--- src/hdl/twvg_div.sv ---
// Pipelined restoring divider that produces one quotient bit per stage.
`default_nettype none

module twvg_div #(
  parameter int DVD_WIDTH = 32,
  parameter int DVS_WIDTH = 32
) (
  input  wire logic                 clk,
  input  wire logic                 rst,
  input  wire logic                 adv,
  input  wire logic                 in_valid,
  input  wire logic [DVD_WIDTH-1:0] dividend,
  input  wire logic [DVS_WIDTH-1:0] divisor,
  output logic                      out_valid,
  output logic      [DVD_WIDTH-1:0] quot,
  output logic      [DVS_WIDTH-1:0] rem
);

  logic [DVS_WIDTH-1:0] rem_st [DVD_WIDTH];
  logic [DVD_WIDTH-1:0] dq_st  [DVD_WIDTH];
  logic                 vld_st [DVD_WIDTH];

  for (genvar k = 0; k < DVD_WIDTH; k++) begin : g_stage
    logic [DVS_WIDTH-1:0] rem_in;
    logic [DVD_WIDTH-1:0] dq_in;
    logic                 vld_in;
    logic [DVS_WIDTH:0]   trial;
    logic [DVS_WIDTH:0]   diff;
    logic                 qbit;

    if (k == 0) begin : g_first
      assign rem_in = '0;
      assign dq_in  = dividend;
      assign vld_in = in_valid;
    end else begin : g_next
      assign rem_in = rem_st[k-1];
      assign dq_in  = dq_st[k-1];
      assign vld_in = vld_st[k-1];
    end

    // The dividend register shifts left and takes the quotient bits in at the bottom.
    assign trial = {rem_in, dq_in[DVD_WIDTH-1]};
    assign diff  = trial - {1'b0, divisor};
    assign qbit  = (trial >= {1'b0, divisor});

    always_ff @(posedge clk) begin
      if (rst) begin
        vld_st[k] <= 1'b0;
      end else if (adv) begin
        vld_st[k] <= vld_in;
      end
    end

    always_ff @(posedge clk) begin
      if (adv) begin
        rem_st[k] <= qbit ? diff[DVS_WIDTH-1:0] : trial[DVS_WIDTH-1:0];
        dq_st[k]  <= {dq_in[DVD_WIDTH-2:0], qbit};
      end
    end
  end

  assign out_valid = vld_st[DVD_WIDTH-1];
  assign quot      = dq_st[DVD_WIDTH-1];
  assign rem       = rem_st[DVD_WIDTH-1];

  a_rst_empties: assert property (@(posedge clk) $past(rst) |-> !out_valid)
    else $error("divider output valid right after reset");

  a_hold_when_stalled: assert property (@(posedge clk) disable iff (rst)
      !$past(adv) && !$past(rst) |->
        $stable(out_valid) && (!out_valid || ($stable(quot) && $stable(rem))))
    else $error("divider output moved while the pipeline was held");

endmodule

`default_nettype wire

--- config.mk ---
export PLATFORM = sky130hd
export DESIGN_NAME = twvg_div
export DESIGN_NICKNAME = d
export VERILOG_FILES = /design/src/hdl/twvg_div.sv
export SDC_FILE = /design/constraint.sdc
export NUM_CORES = 2
export LEC_CHECK = 0
export BUFFER_PORTS_ARGS = -buffer_cell sky130_fd_sc_hd__buf_2
export CAP_MARGIN = 25
export CORE_MARGIN = 2
export CORE_UTILIZATION = 35
export DETAILED_ROUTE_END_ITERATION = 8
export SLEW_MARGIN = 25
export SYNTH_ARGS = -nofsm -noshare
export SYNTH_HDL_FRONTEND = slang
export SYNTH_SLANG_ARGS = --single-unit
--- constraint.sdc ---
create_clock -name clk -period 15.1 [get_ports clk]
set_clock_uncertainty 0.15 [all_clocks]
set_input_delay 3.775 -clock clk [delete_from_list [all_inputs] [get_ports clk]]
set_output_delay 3.775 -clock clk [all_outputs]
set_load 0.02 [all_outputs]
Yosys cells after proc, flatten, opt, wreduce, memory -nomap -nowiden

Memory sizes are Yosys's and may differ from the RTL's.
Cells that the tools add are included.

Word-level logic and storage cells: 169
Register bits: 0
Bits in writable memories: 2080
Memories kept: 3
Bits of input ports: 68
Output and inout bits: 65

Bitwise operators: 32
Magnitude comparators: 32
Add/sub/neg operators: 32
Multiplexer cells: 70

Memories:

| memory | words | bits a word | rd ports | clocked after Yosys merged registers in | wr ports | line | source |
|---|---|---|---|---|---|---|---|
| dq_st  | 32    | 32          | 32       | 0                                       | 32       | 20   | `logic [DVD_WIDTH-1:0] dq_st [DVD_WIDTH];` |
| rem_st | 32    | 32          | 32       | 0                                       | 32       | 19   | `logic [DVS_WIDTH-1:0] rem_st [DVD_WIDTH];` |
| vld_st | 32    | 1           | 32       | 0                                       | 32       | 21   | `logic vld_st [DVD_WIDTH];` |

Operators with widths:

| kind                                         | number |
|---|---|
| 2-to-1 mux 32 bit                            | 32 |
| greater-or-equal comparator 33 x 32 -> 1 bit | 31 |
| subtractor 32 bit                            | 31 |
| 2-to-1 mux 1 bit                             | 38 |
| greater-or-equal comparator 1 x 32 -> 1 bit  | 1 |
| OR 1 bit                                     | 32 |
| subtractor 1 x 32 -> 32 bit                  | 1 |

Longest topological paths before layout

Depth after elaboration: 4
Depth in mapped cells: 17
Mapped depth without buffers: 14

Worst setup path before layout

Ideal clock, no wire load.

Kind: input port to flip-flop
Start: input divisor[1]
End: memory rem_st[16][13] (netlist: rem_st[1][13]), data pin
Data arrival time: 7.415 ns
Required time: 14.690 ns
Path buffers: 2
Library setup time: 0.260 ns
Stages: 14
Slack: 7.276 ns
Cells stage by stage: clkbuf_1 > inv_1 > ha_1 > nand2b_1 > a21oi_1 > a2111o_1 > a21oi_1 > o221ai_1 > a221o_1 > a211oi_1 > nor3_1 > a31oi_2 > buf_2 > mux2_2

RTL lines:

| element     | line | source |
|---|---|---|
| from (decl) | 13   | `input wire logic [DVS_WIDTH-1:0] divisor,` |
| to (decl)   | 19   |  |

==> results.toml <==
[pwr]
power_density_nw_per_um2 = 229
p_total_mw = 31.3
power.switching_mw = 12.1
vdd_drop_max_v = 0.000124
p_leak_nw = 52.6
p_int_mw = 19.2
clkPwrFrac = 0.196
seqPwrFrac = 0.329
p_sw_frac = 0.387
combPwrFrac = 0.475

[clocking]
cts-resized-gates = 0
cts_tree = "yes"
postCtsSetupBuffers = 0
clockBufferDepth = 4
cts_made_buffers = 241
worstSkewPairLatency_ps = 950
path_clk_slew_ps = 60
cts-hold-fix-buffers = 0
h-tree-depth = 4
clockRootBuffer = "clkbuf_16"
cts_sinks = 2080

[layout]
layout.area.seq_sq_um = 62500
final_common_cell = "edfxtp_1"
nNetsFinal = 12000
multi_input_area_sq_um = 57300
final_cells = 15700
final_cell_mix = "edfxtp_1 (2080), ha_1 (994), a21oi_1 (953)"
area_growth_pct = 12.0
nFillCells = 33300
drive_gt1_frac = 0.101

[setup_path]
path_class = "in2reg"
startpoint_type = "input port"
cp.required_ps = 15650
cp-end-kind = "flip-flop"
r2r-start = "rem_st[1][0]"
critPathLaunch = "divisor[1]"
crit_fanout = 31
arrival_ps = 9070
ff2ff_path_depth = 14

[timing]
slew_viol_final = 0
finalCritPeriodShare = 0.565
fin_setup_tns_ps = 0
worstMarginPinSlew_ps = 1040
slew_headroom = 0.308
rsz0062_at_grt = "false"
final-setup-viol-count = 0
period_needed_ps = 8530
setup_slack_ps = 6570
max_freq_mhz = 117
finalHoldViolCount = 0

[floorplan]
core_area_sq_um = 346000
initial_utilization = 0.352
pin_count = 133
die_x_um = 594
dieHeight_um = 594
num_rows = 216
die_area_sq_um = 353000

[synthesis]
synth_nets = 11800
synth-simple-area-share = 0.0995
synth_edf_count = 2080
synth_cell_type_count = 96
synth_flop_cell = "edfxtp_1"
yosysSeqAreaShare = 0.512
synth_area_per_cell_sq_um = 11.4
ys_async_sr_fraction = 0
synth_cells = 10700
synth_top_area_cell = "edfxtp_1"
synth_top_family_by_area = "compound AO/OA/AOI/OAI gates"
yosys-mux-area-fraction = 0.0379
synth_top_area_frac = 0.512
synthAdderAreaFrac = 0.107
synth_area_leaders = "edfxtp_1 (51%), ha_1 (10%), a21oi_1 (3.9%), mux2_2 (3.4%), xnor2_1 (3.4%)"
synthXorXnorAreaFrac = 0.0601
synth-compound-area-share = 0.164
synth_warnings = 0
synth-seq-cells = 2080
synth_area_sq_um = 122000

[placement]
place.gp.congestion = 0.905
post-place-cells = 15200
preCtsSetupSlack_ps = 5630
dpl.hpwl_mm = 223
numPortBuffers = 132

[routing]
drt_wl_total_mm = 319
final_antenna_net_count = 0
drt_iter0_drc = 7453
drc = 0
wl_per_cell_um = 20.3
vias = 84400
via_per_inst = 5.38
drtPass1Iterations = 6

[global_route]
first_global_vias = 79900
grt_max_degree = 167
grt_pass1_wl_mm = 482
grt_use_total = 0.174
antenna_found_initial = 24
grt_overflow_total = 0

[flow_run]
timing.max_cap.violations = 0

[min_path]
hp-class = "reg2reg"
hold_depth = 0
hp-start = "dq_st[1][189]"

[outcome]
status = "finished clean"
[cells by family (layout without fill, tap and decap cells)]
group / count (synthesis) / in the layout
fa+ha+maj: 1025 / 1025
mux: 415 / 415
other cells: 0 / 2
flops: 2080 / 2080
buf+inv: 592 / 994
simple gates: 2562 / 2562
compound gates: 3188 / 3188
xor+xnor: 837 / 837
[worst paths after layout]
| check | end | slack (ps) |
|---|---|---|
| hold / removal | dq_st[1][222] | 210 |
| setup reg to reg | rem_st[1][63] | 10380 |
| setup / recovery | rem_st[1][63] | 6570 |
| hold reg to reg | dq_st[1][222] | 210 |
[synth_stat cells (all sizes together), types with 152 or more instances]
cell type     n
ha          994
nor2b       152
inv         311
xnor2       473
mux2        371
a21oi       954
nand2       852
xor2        364
a21o        489
nand2b      157
nor2        631
clkbuf      180
edfxtp     2080
nand3       205
o21ai       849
[state kept, by name, summed over array words and instances, names as in the netlist]
signal	count
dq_st	1024
vld_st	32
rem_st	1024
[layout make-up]
class / count / area share
repair buffers: 237 / 0.0118
diodes: 2 / 0.0000367
clock buffers: 274 / 0.0454
flip-flops and latches: 2080 / 0.457
clock inverters: 172 / 0.0151
well taps: 4578 / 0.0419
inverters: 311 / 0.00855
multi-input cells: 8027 / 0.420
[per-stage QoR]
step	util	instance area, sq um	hold WS (ps)
3_3_place_gp	0.370	128000	250
4_1_cts	0.394	137000	217
3_5_place_dp	0.370	128000	255
5_1_grt	0.394	137000	229
2_1_floorplan	-	122000	250
6_report	0.394	137000	213
[worst max-delay path: stages]
cell	delay, ps
buf_4	600
inv_2	180
buf_4	410
ha_1	410
nor2b_1	140
o21a_1	180
o21ai_1	200
a2111oi_0	140
o31a_1	340
o2111ai_1	250
a211oi_1	160
o211ai_1	240
and3_1	770
inv_1	580
buf_4	380
o2111ai_1	100
nand3_1	100
[metal layers]
layer | part of all wire | vias up | global-route usage
met4 | 0.037 | 4 | 0.0590
met1 | 0.45 | 40500 | 0.241
met3 | 0.060 | 552 | 0.0250
met5 | 0.000072 | - | 0
met2 | 0.45 | 2243 | 0.279
li1 | - | 41100 | -
[power by group through the flow]
stage / Sequential, mW / Clock (mW) / Combinational (mW)
2_1_floorplan: 9.66 / 0 / 11.7
3_3_place_gp: 10.4 / 0 / 14.6
3_5_place_dp: 10.4 / 0 / 14.7
4_1_cts: 10.3 / 6.32 / 14.8
5_1_grt: 10.4 / 6.53 / 16.6
6_report: 10.3 / 6.13 / 14.9
Note: power is estimated with default switching activity, not from simulation.
