--- src/hdl/twvg_pkg.sv ---
// Shared constants and register index codes for the triangle wave value generator.
`default_nettype none

package twvg_pkg;

  // Fixed field widths of the time and period words.
  localparam int NOW_WIDTH       = 32;
  localparam int PERIOD_WIDTH    = 32;
  localparam int HALF_WIDTH      = PERIOD_WIDTH - 1;
  localparam int CFG_INDEX_WIDTH = 3;
  localparam int CFG_DATA_WIDTH  = 32;

  localparam logic [PERIOD_WIDTH-1:0] PERIOD_RESET = 32'd120000;

  typedef enum logic [CFG_INDEX_WIDTH-1:0] {
    REG_PERIOD = 3'd0,
    REG_PHASE  = 3'd1,
    REG_MIN    = 3'd2,
    REG_MAX    = 3'd3,
    REG_OFFSET = 3'd4
  } cfg_reg_t;

endpackage

`default_nettype wire

--- src/hdl/twvg_cfg.sv ---
// Configuration registers and the per-cycle values derived from them.
`default_nettype none

module twvg_cfg
  import twvg_pkg::*;
#(
  parameter int VALUE_WIDTH = 24
) (
  input  wire logic                         clk,
  input  wire logic                         rst,
  input  wire logic                         cfg_we,
  input  wire logic [CFG_INDEX_WIDTH-1:0]   cfg_index,
  input  wire logic [CFG_DATA_WIDTH-1:0]    cfg_data,
  output logic      [PERIOD_WIDTH-1:0]      period,
  output logic      [NOW_WIDTH-1:0]         phase,
  output logic      [HALF_WIDTH-1:0]        half,
  output logic                              half_zero,
  output logic      [VALUE_WIDTH-1:0]       span_mag,
  output logic                              span_neg,
  output logic      [VALUE_WIDTH+1:0]       base
);

  logic [VALUE_WIDTH-1:0] min_value;
  logic [VALUE_WIDTH-1:0] max_value;
  logic [VALUE_WIDTH-1:0] value_offset;
  logic [VALUE_WIDTH:0]   span;
  logic [VALUE_WIDTH:0]   span_inv;

  always_ff @(posedge clk) begin
    if (rst) begin
      period       <= PERIOD_RESET;
      phase        <= '0;
      min_value    <= '0;
      max_value    <= '0;
      value_offset <= '0;
    end else if (cfg_we) begin
      case (cfg_reg_t'(cfg_index))
        REG_PERIOD: period       <= cfg_data[PERIOD_WIDTH-1:0];
        REG_PHASE:  phase        <= cfg_data[NOW_WIDTH-1:0];
        REG_MIN:    min_value    <= cfg_data[VALUE_WIDTH-1:0];
        REG_MAX:    max_value    <= cfg_data[VALUE_WIDTH-1:0];
        REG_OFFSET: value_offset <= cfg_data[VALUE_WIDTH-1:0];
        default: ;
      endcase
    end
  end

  assign span     = {max_value[VALUE_WIDTH-1], max_value} - {min_value[VALUE_WIDTH-1], min_value};
  assign span_inv = ~span + 1'b1;

  // The derived values are updated in the cycle after the registers change, long
  // before an item needs them at the multiplier.
  always_ff @(posedge clk) begin
    half      <= period[PERIOD_WIDTH-1:1];
    half_zero <= (period[PERIOD_WIDTH-1:1] == '0);
    span_neg  <= span[VALUE_WIDTH];
    span_mag  <= span[VALUE_WIDTH] ? span_inv[VALUE_WIDTH-1:0] : span[VALUE_WIDTH-1:0];
    base      <= {{2{value_offset[VALUE_WIDTH-1]}}, value_offset}
               + {{2{min_value[VALUE_WIDTH-1]}}, min_value};
  end

endmodule

`default_nettype wire

--- config.mk ---
export PLATFORM = sky130hd
export DESIGN_NAME = twvg_cfg
export DESIGN_NICKNAME = d
export VERILOG_FILES = /design/src/hdl/twvg_pkg.sv /design/src/hdl/twvg_cfg.sv
export SDC_FILE = /design/constraint.sdc
export NUM_CORES = 1
export LEC_CHECK = 0
export BUFFER_PORTS_ARGS = -buffer_cell sky130_fd_sc_hd__clkbuf_2
export CAP_MARGIN = 10
export CORE_MARGIN = 10
export CORE_UTILIZATION = 45
export DETAILED_ROUTE_END_ITERATION = 10
export HOLD_SLACK_MARGIN = 0.06
export PLACE_DENSITY = 0.67
export SLEW_MARGIN = 20
export SYNTH_ARGS = -nofsm -noshare
export SYNTH_HDL_FRONTEND = slang
export SYNTH_SLANG_ARGS = --single-unit
--- constraint.sdc ---
create_clock -name clk -period 5 [get_ports clk]
set_clock_uncertainty 0.15 [all_clocks]
set_input_delay 1 -clock clk [delete_from_list [all_inputs] [get_ports clk]]
set_output_delay 1 -clock clk [all_outputs]
set_load 0.005 [all_outputs]
# Word level (Yosys, flattened, before mapping)
# Cells that the tools add are included.
# totals
wordCells	26
input_bits	38
ff_bits	218
out_inout_bits	147
# op_classes
eq_ne	4
n_mux	1
bitwise	1
reduce_logical	7
add_sub_neg	3
# ops
operator	count
zero test 31 bit	1
adder 24 x 24 -> 25 bit	1
subtractor 24 x 24 -> 25 bit	1
adder 24 x 1 -> 24 bit (second input constant)	1
two-way mux 24 bit	1
inverter 24 bit	1
AND reduction 2 bit	5
== test 3 x 2 -> 1 bit (second input constant)	2
== test 3 x 1 -> 1 bit (second input constant)	1
== test 3 bit (second input constant)	1
zero test 3 bit	1

# Longest topological paths before layout
# logic_depth
word_depth	4
depth_mapped	14
ltp_nobuf	13

# Worst setup path after synthesis
# OpenSTA, ideal clock, no wires.
# synth_path
path_kind	reg2reg
start	register min_value[1]
end	register span_mag[23]
path_slack_ns	1.156
required_time_ns	4.730
synth_period_minus_slack_ns	3.844
setup_ns	0.120
t_arrival_ns	3.574
stages_incl_launch_ff	13
n_path_buf	0
cell_sequence	dfxtp_1 -> inv_1 -> ha_1 -> nor2b_1 -> o2111a_1 -> o31a_2 -> or4_4 -> a41oi_1 -> xor2_1 -> nand3_2 -> or4b_4 -> a21bo_1 -> a211o_1
# synth_between
elab_chain_cells	4
# synth_lines
element	line_no	text
start, declared	twvg_cfg.sv:23	logic [VALUE_WIDTH-1:0] min_value;
start signal, assigned	twvg_cfg.sv:40	REG_MIN: min_value <= cfg_data[VALUE_WIDTH-1:0];
subtractor 24 x 24 -> 25 bit *	twvg_cfg.sv:48	assign span = {max_value[VALUE_WIDTH-1], max_value} - {min_value[VALUE_WIDTH-1], min_value};
inverter 24 bit	twvg_cfg.sv:49	assign span_inv = ~span + 1'b1;
adder 24 x 1 -> 24 bit	twvg_cfg.sv:49	
two-way mux 24 bit *	twvg_cfg.sv:57	span_mag <= span[VALUE_WIDTH] ? span_inv[VALUE_WIDTH-1:0] : span[VALUE_WIDTH-1:0];
end signal, assigned	twvg_cfg.sv:57	
end, declared	twvg_cfg.sv:18	output logic [VALUE_WIDTH-1:0] span_mag,
# Every way passes the cells marked *; elsewhere a longest branch is shown, timed or not.
# A chain may end at the register's enable or synchronous reset.

# Worst setup path after layout
# layout_path
start	register min_value[10]
end	register span_mag[23]
# Same word-level chain as after synthesis.

==> results.toml <==
[layout]
antenna_cells = 0
area_growth_pct = 19.71
fin_nets = 1357
drive_above_1_share = 0.1927
fin_area_um2 = 11150
final_cells = 1552

[synthesis]
synth-seq-cells = 218
synth-edff-count = 0
synthFlopType = "dfxtp_1"
synth.area.mux_share = 0
synth_area_um2 = 9313
synth_top_family_by_area = "simple AND/OR/NAND/NOR gates"
synth.avg_cell_area_um2 = 8.428
syn-instance-count = 1105
synth.distinct_cells = 68
synthAdderAreaFrac = 0.07013
synthSimpleGateAreaFrac = 0.1920
synthArstFlopShare = 0
ys.warnings.count = 0
yosysMostFrequentCell = "nand2_1"
synth_compound_gate_area_share = 0.1753
syn_nets = 1194
synth_top_cell_area_share = 0.4686
yosys-top-cells-count = "nand2_1 (300), dfxtp_1 (218), a21oi_1 (161), clkbuf_1 (49), ha_1 (49)"
seq_area_frac_synth = 0.4686
synth_xor_area_frac = 0.05643
synth_top_area_cell = "dfxtp_1"
synth_area_leaders = "dfxtp_1 (47%), nand2_1 (12%), a21oi_1 (8.7%), ha_1 (6.6%), xnor2_1 (4.0%)"

[cts]
h-tree-depth = 1
hold_buffers = 0
ctsResizeCount = 0
cts.root.buffer_cell = "clkbuf_16"
clock_sinks = 218
clkLatencyLatePin_ns = 0.53
path_clk_slew_ns = 0.06
tritoncts = "yes"
clock_path_buffers = 3
post-cts-setup-buffers = 0
cts_made_buffers = 23

[floorplanning]
ios = 185
dieArea_um2 = 26850
core_um2 = 20300
rows = 52
die_y_um = 163.9
fp.dieW_um = 163.9
floorplan.initialDensity = 0.4588

[setup_path]
cp-start-kind = "flop"
end_kind = "flop"
cp.arrival_ns = 4.37
critPathMaxStageDelay_ns = 0.56
worstPathMaxFanout = 8
slowest_stage = "or4_4"
r2r_setup_slack_ns = 0.87
cp_top_family = "simple AND/OR/NAND/NOR gates"
crit_path_cell_trace = "inv_1 > ha_1 > a21oi_1 > nand2_1 > or4_4 > a31oi_1 > xnor2_1 > nor4_1 > nand3_1 > or4b_4 > a21bo_1 > a211o_1"
path_class = "flop to flop"
cp_num_buf_inv = 1
required_ns = 5.24

[place]
placed_cell_area_um2 = 10410
placedCellCount = 1512
gp_congestion = 0.8993
hpwl_um = 19140
dp_slack_ns = 0.9217
portBuffers = 184

[timing]
slew_headroom = 0.2821
final.setup.tns_ns = 0
hold_viol = 0
fin_crit_sh = 0.8260
maxSlewViolCount = 0
max_freq_mhz = 242.1
worst_slack_ns = 0.8698
min_period_ns = 4.130
worst_slew_pin_slew_ns = 1.077
finalSetupViolCount = 0
grt_setup_unrepaired = "false"

[grt]
grt_use_total = 0.1886
antenna_found_initial = 0
grt_max_degree = 103
grt_pass1_wl_um = 41700
overflow = 0
grt_pass1_vias = 8004

[worst_hold_path]
hold_path.class = "flop to flop"

[power_and_ir_drop]
p_leak_nw = 4.828
powerDensity_nw_per_um2 = 379.3
vdd.ir_drop.worst_v = 0.0002706

[route]
route.detailed.drc = 0
drt_iter0_markers = 464
first_pass_iters = 5
viasPerCell = 5.211
wl_um = 25890
vias = 8087
antenna_left = 0
routedWlPerCell_um = 16.68

[status]
status = "completed"

[job]
drv_cap = 0
## path summary, 6_finish.rpt
kind	from	to	cells past startpoint
setup / recovery	min_value[10]	span_mag[23]	12
hold / removal	period[21]	half[20]	0
setup reg to reg	min_value[10]	span_mag[23]	12
hold reg to reg	period[21]	half[20]	0
## worst register-to-register path, cell delays in order, from the launching register on
cell and delay, ns:
dfxtp_1 0.38, inv_1 0.06, ha_1 0.38, a21oi_1 0.30
nand2_1 0.10, or4_4 0.56, a31oi_1 0.37, xnor2_1 0.11
nor4_1 0.37, nand3_1 0.23, or4b_4 0.56, a21bo_1 0.20
a211o_1 0.24
## metrics by stage
stage,util,power (mW),hold WS (ns)
3_3_place_gp,0.5127,2.635,0.2324
4_1_cts,0.5483,4.270,0.2436
5_1_grt,0.5492,4.428,0.2505
2_1_floorplan,-,2.385,0.2286
3_5_place_dp,0.5128,2.643,0.2325
6_report,0.5492,4.229,0.2429
## final cells by class
type,count,area [um^2]
fillers,1963,9151
multi-input cells,795,4611
flip-flops and latches,218,4364
repair buffers,188,957.2
clock buffers,30,631.9
well taps,270,337.8
inverters,42,157.7
clock inverters,9,88.84
## sequential cells by signal (all words and copies together), names as in the netlist
register	cells
value_offset	24
base	25
phase	32
half	31
half_zero	1
span_neg	1
span_mag	24
min_value	24
max_value	24
period	32
## layout by cell type (no fill, tap or decap), types with 3 or more instances in the layout
master,count
and3_1,8
a211o_1,3
nand2b_1,6
dfxtp_1,218
and2_1,3
a21oi_1,161
or2_2,6
nand3b_1,8
nor4_1,9
a31oi_1,8
nand4_1,3
clkbuf_8,3
clkbuf_2,183
a21boi_0,3
nor2_1,22
clkinv_2,6
xor2_1,18
nand3_1,10
a211oi_1,5
nand2_1,299
o21a_1,9
xnor2_1,42
ha_1,49
o21ai_0,26
buf_4,4
nor2b_1,8
a21o_1,21
nor3_1,9
clkbuf_1,4
o211ai_1,3
clkbuf_16,23
inv_1,42
o41ai_1,3
## layer usage
| layer | vias to the layer above | global-route usage | wire [um] |
|---|---|---|---|
| met4 | 0 | 0.03656 | 435 |
| met3 | 28 | 0.06633 | 2423 |
| met5 | - | 0 | 0 |
| met1 | 3746 | 0.2484 | 11750 |
| li1 | 4066 | - | - |
| met2 | 247 | 0.2938 | 11280 |
## cell families (layout without fill, tap and decap cells)
logic type,Yosys count,count (layout)
simple gates,411,411
compound gates,273,273
flops,218,218
buf+inv,92,269
xor+xnor,60,60
fa+ha+maj,51,51
## power by group
| part | internal (mW) | leakage, nW | switching [mW] | total (mW) |
|---|---|---|---|---|
| Clock | 0.945 | 0.361 | 0.688 | 1.63 |
| Sequential | 1.87 | 1.77 | 0.0470 | 1.92 |
| Combinational | 0.299 | 2.69 | 0.378 | 0.677 |
No activity file was read; power rests on OpenSTA's default activity.
